==> src/design/bitpk_pkg.sv <==
// Package for the MSB-first code bit packer.
// Field widths, default limits and the queue control type shared by all modules.
// No dependencies.
package bitpk_pkg;

    // Field widths of the stream payload
    localparam int CODE_W   = 64;
    localparam int LEN_W    = 7;
    localparam int BYTE_W   = 8;
    localparam int VB_W     = 4;
    localparam int TOTAL_W  = 32;
    localparam int PCNT_W   = 3;
    localparam int PEND_W   = 7;
    localparam int NBYTES_W = 4;

    // Default for the longest codeword
    localparam int MAX_CODE_LEN_DEF = 64;

    // Packed port widths
    localparam int S_TDATA_W = 72;
    localparam int M_TDATA_W = 48;

    // Valid bit count of a full byte
    localparam logic [VB_W-1:0] FULL_BYTE_BITS = VB_W'(8);

    // Control part of one queue entry
    typedef struct packed {
        logic                flush;
        logic [PCNT_W-1:0]   flush_bits;
        logic [NBYTES_W-1:0] nbytes;
    } bitpk_ctl_t;

    localparam int CTL_W = $bits(bitpk_ctl_t);

endpackage

==> src/design/bitpk_front.sv <==
// Front part of the packer: accepts items, merges codes with the pending bits
// and hands blocks of full bytes (or a flushed byte) to the queue. Uses bitpk_pkg.
module bitpk_front
    import bitpk_pkg::*;
#(
    parameter int MAX_CODE_LEN = MAX_CODE_LEN_DEF,
    parameter int BLK_W        = 8 * ((MAX_CODE_LEN + 7) / 8)
)
(
    input  logic              clk,
    input  logic              rst_n,
    input  logic              accept,
    input  logic              mode,
    input  logic [CODE_W-1:0] code_value,
    input  logic [LEN_W-1:0]  code_length,
    output logic              push,
    output logic [BLK_W-1:0]  blk,
    output bitpk_ctl_t        ctl
);

    localparam int ACC_W = MAX_CODE_LEN + 7;

    logic [PEND_W-1:0] pend_reg;
    logic [PEND_W-1:0] pend_next;
    logic [PCNT_W-1:0] pcnt_reg;
    logic [PCNT_W-1:0] pcnt_next;

    logic [LEN_W-1:0]    len_sat;
    logic [CODE_W-1:0]   code_masked;
    logic [ACC_W-1:0]    acc;
    logic [LEN_W-1:0]    total;
    logic [PCNT_W-1:0]   cnt_new;
    logic [NBYTES_W-1:0] nbytes;
    logic [BYTE_W-1:0]   flush_byte;

    // Saturate the length and drop stray high bits
    always_comb
    begin
        len_sat     = (code_length > LEN_W'(MAX_CODE_LEN)) ? LEN_W'(MAX_CODE_LEN) : code_length;
        code_masked = code_value & ~({CODE_W{1'b1}} << len_sat);
    end

    // Append the code after the pending bits
    always_comb
    begin
        acc     = (ACC_W'(pend_reg) << len_sat) | ACC_W'(code_masked);
        total   = {4'b0, pcnt_reg} + len_sat;
        cnt_new = total[2:0];
        nbytes  = total[6:3];
    end

    // Left-align the pending bits for a flush
    always_comb
    begin
        flush_byte = BYTE_W'(16'({9'b0, pend_reg}) << (4'd8 - {1'b0, pcnt_reg}));
    end

    // Build the queue entry
    always_comb
    begin
        if (mode)
        begin
            blk            = BLK_W'(flush_byte);
            ctl.flush      = 1'b1;
            ctl.flush_bits = pcnt_reg;
            ctl.nbytes     = NBYTES_W'(1);
            push           = accept && (pcnt_reg != '0);
        end
        else
        begin
            blk            = BLK_W'(acc >> cnt_new);
            ctl.flush      = 1'b0;
            ctl.flush_bits = '0;
            ctl.nbytes     = nbytes;
            push           = accept && (nbytes != '0);
        end
    end

    // Next pending state
    always_comb
    begin
        pend_next = pend_reg;
        pcnt_next = pcnt_reg;
        if (accept)
        begin
            if (mode)
            begin
                pend_next = '0;
                pcnt_next = '0;
            end
            else
            begin
                pend_next = PEND_W'(acc) & ~({PEND_W{1'b1}} << cnt_new);
                pcnt_next = cnt_new;
            end
        end
    end

    // Hold the pending bits
    always_ff @(posedge clk or negedge rst_n)
    begin
        if (!rst_n)
        begin
            pend_reg <= '0;
            pcnt_reg <= '0;
        end
        else
        begin
            pend_reg <= pend_next;
            pcnt_reg <= pcnt_next;
        end
    end

endmodule

==> src/design/bitpk_queue.sv <==
// Two-entry queue between the front and back parts of the packer.
// Holds byte blocks with their control word. Uses bitpk_pkg.
module bitpk_queue
    import bitpk_pkg::*;
#(
    parameter int W = 72
)
(
    input  logic         clk,
    input  logic         rst_n,
    input  logic         push,
    input  logic [W-1:0] wr_data,
    input  logic         pop,
    output logic [W-1:0] rd_data,
    output logic         not_empty,
    output logic         full
);

    logic [W-1:0] mem_reg [2];
    logic         wr_ptr_reg;
    logic         wr_ptr_next;
    logic         rd_ptr_reg;
    logic         rd_ptr_next;
    logic [1:0]   cnt_reg;
    logic [1:0]   cnt_next;

    assign rd_data   = mem_reg[rd_ptr_reg];
    assign not_empty = (cnt_reg != 2'd0);
    assign full      = (cnt_reg == 2'd2);

    // Advance pointers and fill count
    always_comb
    begin
        wr_ptr_next = wr_ptr_reg ^ push;
        rd_ptr_next = rd_ptr_reg ^ pop;
        cnt_next    = cnt_reg + {1'b0, push} - {1'b0, pop};
    end

    always_ff @(posedge clk or negedge rst_n)
    begin
        if (!rst_n)
        begin
            wr_ptr_reg <= 1'b0;
            rd_ptr_reg <= 1'b0;
            cnt_reg    <= 2'd0;
        end
        else
        begin
            wr_ptr_reg <= wr_ptr_next;
            rd_ptr_reg <= rd_ptr_next;
            cnt_reg    <= cnt_next;
        end
    end

    // Store entries
    always_ff @(posedge clk)
    begin
        if (push)
        begin
            mem_reg[wr_ptr_reg] <= wr_data;
        end
    end

endmodule

==> src/design/bitpk_back.sv <==
// Back part of the packer: sends the head queue entry's bytes one per cycle unless
// stalled, via an output register, and keeps the full byte count. Uses bitpk_pkg.
module bitpk_back
    import bitpk_pkg::*;
#(
    parameter int BLK_W = 64
)
(
    input  logic               clk,
    input  logic               rst_n,
    input  logic               q_valid,
    input  logic [BLK_W-1:0]   q_blk,
    input  bitpk_ctl_t         q_ctl,
    output logic               pop,
    output logic               out_valid,
    input  logic               out_ready,
    output logic [BYTE_W-1:0]  out_byte,
    output logic [VB_W-1:0]    valid_bits,
    output logic               last_of_run,
    output logic [TOTAL_W-1:0] full_byte_total
);

    localparam int BLK_BYTES = BLK_W / 8;

    logic [NBYTES_W-1:0] idx_reg;
    logic [NBYTES_W-1:0] idx_next;
    logic [TOTAL_W-1:0]  total_reg;
    logic [TOTAL_W-1:0]  total_next;
    logic                oval_reg;
    logic                oval_next;
    logic [BYTE_W-1:0]   obyte_reg;
    logic [VB_W-1:0]     ovb_reg;
    logic                olast_reg;

    logic                load;
    logic [NBYTES_W-1:0] pos;
    logic [BYTE_W-1:0]   sel_byte;
    logic                is_last;
    logic [VB_W-1:0]     sel_vb;

    // Pick the byte at the current position, first stream byte highest
    always_comb
    begin
        pos      = q_ctl.nbytes - idx_reg - NBYTES_W'(1);
        sel_byte = '0;
        for (int k = 0; k < BLK_BYTES; k++)
        begin
            if (pos == NBYTES_W'(k))
            begin
                sel_byte = q_blk[8*k +: 8];
            end
        end
    end

    // Classify the byte and step through the entry
    always_comb
    begin
        load    = q_valid && (!oval_reg || out_ready);
        is_last = q_ctl.flush || (idx_reg + NBYTES_W'(1) == q_ctl.nbytes);
        sel_vb  = q_ctl.flush ? {1'b0, q_ctl.flush_bits} : FULL_BYTE_BITS;
        pop     = load && is_last;

        idx_next   = idx_reg;
        total_next = total_reg;
        if (load)
        begin
            idx_next = is_last ? '0 : idx_reg + NBYTES_W'(1);
            if (!q_ctl.flush)
            begin
                total_next = total_reg + TOTAL_W'(1);
            end
        end

        oval_next = oval_reg;
        if (load)
        begin
            oval_next = 1'b1;
        end
        else if (out_ready)
        begin
            oval_next = 1'b0;
        end
    end

    always_ff @(posedge clk or negedge rst_n)
    begin
        if (!rst_n)
        begin
            idx_reg   <= '0;
            total_reg <= '0;
            oval_reg  <= 1'b0;
        end
        else
        begin
            idx_reg   <= idx_next;
            total_reg <= total_next;
            oval_reg  <= oval_next;
        end
    end

    // Load the output register
    always_ff @(posedge clk)
    begin
        if (load)
        begin
            obyte_reg <= sel_byte;
            ovb_reg   <= sel_vb;
            olast_reg <= is_last;
        end
    end

    assign out_valid       = oval_reg;
    assign out_byte        = obyte_reg;
    assign valid_bits      = ovb_reg;
    assign last_of_run     = olast_reg;
    assign full_byte_total = total_reg;

endmodule

==> src/design/msb_first_code_bit_packer.sv <==
// MSB-first variable-length bit packer. Takes one codeword (0..MAX_CODE_LEN
// bits, right-aligned) or a flush command per input transfer and emits packed
// bytes, first stream bit in bit 7, one byte per output transfer. An input
// transfer is taken every cycle while the two-entry queue between the front
// (bit merge) and back (byte sequencer) has room; the back sends one byte per
// cycle unless m_tready stalls it. An item yields up to 8 bytes for a 64-bit
// code. Codes that complete no byte and empty flushes are accepted but produce
// nothing. Uses bitpk_pkg, bitpk_front, bitpk_queue, bitpk_back.
module msb_first_code_bit_packer
    import bitpk_pkg::*;
#(
    parameter int MAX_CODE_LEN = MAX_CODE_LEN_DEF
)
(
    input  logic                 clk,
    input  logic                 rst_n,
    input  logic                 s_tvalid,
    output logic                 s_tready,
    input  logic [S_TDATA_W-1:0] s_tdata,   // code_value[63:0], code_length[70:64], pad
    input  logic                 s_tuser,   // mode: 0 code, 1 flush
    output logic                 m_tvalid,
    input  logic                 m_tready,
    output logic [M_TDATA_W-1:0] m_tdata,   // out_byte[7:0], valid_bits[11:8],
                                            // full_byte_total[43:12], pad
    output logic                 m_tlast    // last_of_run
);

    localparam int BLK_W = 8 * ((MAX_CODE_LEN + 7) / 8);
    localparam int Q_W   = BLK_W + CTL_W;

    logic               accept;
    logic               push;
    logic [BLK_W-1:0]   f_blk;
    bitpk_ctl_t         f_ctl;
    logic [Q_W-1:0]     q_rd;
    logic               q_not_empty;
    logic               q_full;
    logic               pop;
    bitpk_ctl_t         b_ctl;
    logic [BLK_W-1:0]   b_blk;
    logic [BYTE_W-1:0]  out_byte;
    logic [VB_W-1:0]    valid_bits;
    logic [TOTAL_W-1:0] full_byte_total;

    // Take an input transfer whenever the queue has room
    assign s_tready = !q_full;
    assign accept   = s_tvalid && s_tready;

    bitpk_front #(
        .MAX_CODE_LEN (MAX_CODE_LEN),
        .BLK_W        (BLK_W)
    ) u_front (
        .clk         (clk),
        .rst_n       (rst_n),
        .accept      (accept),
        .mode        (s_tuser),
        .code_value  (s_tdata[CODE_W-1:0]),
        .code_length (s_tdata[CODE_W+LEN_W-1:CODE_W]),
        .push        (push),
        .blk         (f_blk),
        .ctl         (f_ctl)
    );

    bitpk_queue #(
        .W (Q_W)
    ) u_queue (
        .clk       (clk),
        .rst_n     (rst_n),
        .push      (push),
        .wr_data   ({f_blk, f_ctl}),
        .pop       (pop),
        .rd_data   (q_rd),
        .not_empty (q_not_empty),
        .full      (q_full)
    );

    assign b_blk = q_rd[Q_W-1:CTL_W];
    assign b_ctl = q_rd[CTL_W-1:0];

    bitpk_back #(
        .BLK_W (BLK_W)
    ) u_back (
        .clk             (clk),
        .rst_n           (rst_n),
        .q_valid         (q_not_empty),
        .q_blk           (b_blk),
        .q_ctl           (b_ctl),
        .pop             (pop),
        .out_valid       (m_tvalid),
        .out_ready       (m_tready),
        .out_byte        (out_byte),
        .valid_bits      (valid_bits),
        .last_of_run     (m_tlast),
        .full_byte_total (full_byte_total)
    );

    // Pack the output payload
    assign m_tdata = {4'b0, full_byte_total, valid_bits, out_byte};

endmodule

==> config.mk <==
export PLATFORM = sky130hd
export DESIGN_NAME = msb_first_code_bit_packer
export DESIGN_NICKNAME = d
export VERILOG_FILES = /design/src/design/bitpk_pkg.sv /design/src/design/bitpk_front.sv /design/src/design/bitpk_queue.sv /design/src/design/bitpk_back.sv /design/src/design/msb_first_code_bit_packer.sv
export SDC_FILE = /design/constraint.sdc
export NUM_CORES = 1
export LEC_CHECK = 0
export BUFFER_PORTS_ARGS = -buffer_cell sky130_fd_sc_hd__buf_2
export CORE_AREA = 4 4 157 159
export DETAILED_ROUTE_END_ITERATION = 10
export DIE_AREA = 0 0 161 163
export GPL_TIMING_DRIVEN = 0
export PLACE_DENSITY = 0.8
export SLEW_MARGIN = 20
export SYNTH_ARGS = -nofsm -noshare
export SYNTH_HDL_FRONTEND = slang
export SYNTH_SLANG_ARGS = --single-unit
==> constraint.sdc <==
create_clock -name clk -period 5.6 [get_ports clk]
set_input_delay 0.28 -clock clk [delete_from_list [all_inputs] [get_ports clk]]
set_output_delay 0.28 -clock clk [all_outputs]
set_load 0.1 [all_outputs]
==> summary.md <==
| Metric | Value |
|---|---|
| Antenna violations before repair | 0 |
| CTS Root Cell | clkbuf_16 |
| Critical path depth | 13 |
| Startpoint Class | register |
| Slew margin rel. | 24.3% |
| Cell with the most instances after synthesis | edfxtp_1 |
| Core box area | 23,300 sq um |
| DR WL met2 | 26,800 um |
| Syn_area_per_cell | 10.3 sq um |
| Max Fclk | 185 MHz |
| Max_cap viols | 0 |
| IO Pins | 128 |
| Worst reg2reg path depth | 13 |
| CTS Sinks | 208 |
| Flop pwr share | 28.1% |
| Initial core utilization | 59.3% |
| Chip Width | 161 um |
| CP Max Fanout | 10 |
| Antenna cells | 0 |
| Peak VDD IR | 0.389 mV |
| Port Buffer Count | 121 |
| Endpoint class of the critical path | register |
| Drt first pass iters | 9 |
| Worst path cell trace | buf_6 > buf_1 > clkbuf_1 > clkbuf_2 > mux2_2 > ha_1 > a211oi_1 > xnor2_1 > o31ai_1 > buf_2 > nand3b_1 > o21ai_0 > o32ai_1 |
| Pint | 0.00472 W |
| Worst EP required | 5800 ps |
| Synth warn | 0 |
| Post-Syn Area | 13,800 sq um |
| Net Sw Frac | 48.9% |
| Final setup violation count | 0 |
| Post-synthesis sequential area ratio | 43.5% |
| Die height | 163 um |
| Hold path depth | 1 |
| Via count of the first global-routing pass | 13.1k |
| H-tree depth | 1 |
| Synthesized netlist cell count | 1,343 |
| Delay-heaviest family, CP | buffers and inverters |
| Die area | 26,200 sq um |
| Fin. Hold Viols | 0 |
| Worst path max stage delay | 540 ps |
| Total negative setup slack | 0 ps |
| CP max stage cell | buf_1 |
| Highest Signal Layer | met4 |
| Worst min path class | input port to register |
| Yosys cell types | 100 |
| Power Dens Cells | 598 nW/um^2 |
| DR WL/cell | 31.6 um |
| Iteration-0 DRC Markers | 2,580 |
| Post-synth ARST share | 24.5% |
| Clock tree buffer depth | 3 |
| Synth top area share | 34.2% |
| Clock power share | 12.9% |
| Total wire length | 57,600 um |
| Tmin final | 5410 ps |
| Routability cong. | 1.15 |
| Worst hold slack | 15.2 ps |
| Synthesized flop and latch total | 208 |
| Max-slew violation count | 0 |
| Routed met1 length | 20,100 um |
| Vias/cell | 7.35 |
| Main synth FF type | edfxtp_1 |
| Status | finished, final reports clean |
| Detailed-route via count | 13.4k |
| CTS tree | done |
| Grt total ovfl | 0 |
| Largest net degree at the start of global routing | 52 |
| Synth area leader | edfxtp_1 |
| Critical path buffers and inverters | 5 |
| First-pass GRT wire length | 84,700 um |
| Post-DP HPWL | 42,400 um |
| Top cells by area, synth | edfxtp_1 34%, dfrtp_1 9.3%, mux2i_1 8.1% |
| Worst slew pin tran | 1120 ps |
| Final clock period utilization by the worst path | 96.5% |
| Max FFs per register | 144 |
| Most frequent cells after synthesis | 157 x edfxtp_1, 119 x nand2_1, 111 x mux2i_1 |
| Worst Path Arrival | 5600 ps |
| Total GRT Usage | 43.1% |
| Leakage Power | 5.98 nW |
| Clock Latency Late Sink | 500 ps |
| Fraction of layout cells with a size suffix above 1 | 18.7% |
| Number of synthesized flops with an enable pin | 157 |
| DRC | 0 |
| RSZ-0062 raised after global routing | no |
| Cell row count | 56 |
| Antenna-violating nets left | 0 |
| Clock transition at path regs | 80 ps |
| Net switching power | 0.00452 W |
| Area Overhead vs Synth | 12.0% |
| Routed wl met3 | 6130 um |
| Num CTS Buffers | 19 |
| Comb pwr share | 59.0% |
| Clock Skew | 24.2 ps |
| Crit Path Category | register to register |
| Final nets | 1,581 |
-- power by group through the flow --
stage	sequential [W]	combinational [W]	clock [W]
finish	0.00260	0.00545	0.00119
floorplan	0.00304	0.00316	0
global placement	0.00257	0.00491	0
global route	0.00262	0.00563	0.00125
CTS	0.00259	0.00523	0.00118
detailed placement	0.00259	0.00512	0
-- repair_timing --
action                     CTS  global route
setup endpoints to repair    0             8
resized for setup            0             2
hold buffers                 0             1
hold endpoints to repair     0            51
setup buffers                0             0
-- cells in the final DEF (no fill, tap or decap), types with 13 or more instances in the layout --
cell,Yosys,routed
clkbuf_1,47,50
buf_2,40,160
nor2_1,81,81
xnor2_1,39,39
nor2b_1,21,21
mux2_2,28,28
nand4_1,13,13
clkbuf_16,0,19
o22ai_1,45,45
nor3_1,21,21
inv_1,24,24
a211oi_1,28,28
nand3_1,36,36
a21oi_1,64,64
nand2_1,119,119
a22oi_1,33,33
o21ai_0,82,82
edfxtp_1,157,157
mux4_2,18,18
dfrtp_1,51,51
mux2i_1,111,111
-- final timing paths --
check                                           from                    endpoint  slack, ps
min reg2reg                u_back.full_byte_total[9]   u_back.full_byte_total[9]        500
min                                          s_tuser       u_queue.mem_reg[1][7]         20
max                               u_queue.rd_ptr_reg          u_back.out_byte[3]        190
max in group asynchronous                      rst_n  u_back.full_byte_total[27]       4760
max reg2reg                       u_queue.rd_ptr_reg          u_back.out_byte[3]        190
min in group asynchronous                      rst_n          u_queue.cnt_reg[1]        360
-- kinds of logic (layout without fill, tap and decap cells) --
logic type | Yosys count | after routing | share of synthesized area, %
AO/OA/AOI/OAI | 404 | 404 | 20.1
adder cells (fa/ha/maj) | 16 | 16 | 1.45
buffers and inverters | 136 | 292 | 4.71
flip-flops | 208 | 208 | 43.5
XOR/XNOR | 50 | 50 | 3.44
multiplexers | 159 | 159 | 13.6
other | 1 | 4 | 0.0272
AND/OR/NAND/NOR | 369 | 369 | 13.3
-- routing by layer --
layer | vias up | global-route usage (%)
li1 | 5453 | -
met1 | 6336 | 53.9
met2 | 1271 | 71.8
met3 | 318 | 5.97
met4 | 0 | 25.6
met5 | - | 0
-- per-stage QoR --
stage	cell area, sq um	power (W)	setup slack, ps	cells	utilization [%]
after detailed placement	14900	0.00771	326	1788	64.0
after global placement	14800	0.00748	315	1786	63.6
after global routing	15400	0.00950	74.6	1821	66.4
after floorplan	13800	0.00620	1500	1346	-
after CTS	15400	0.00899	117	1820	66.3
final	15400	0.00924	193	1821	66.4
-- cell type report --
class                           instances  area [sq um]
Buffer                                110           553
Clock buffer                           23           490
Clock inverter                          9          45.0
Fill cell                            1746          7820
Inverter                               26          97.6
Multi-Input combinational cell       1002          7190
Sequential cell                       208          5990
Tap cell                              319           399
Timing Repair Buffer                  124           673
Power figures use the tool's default switching activity.
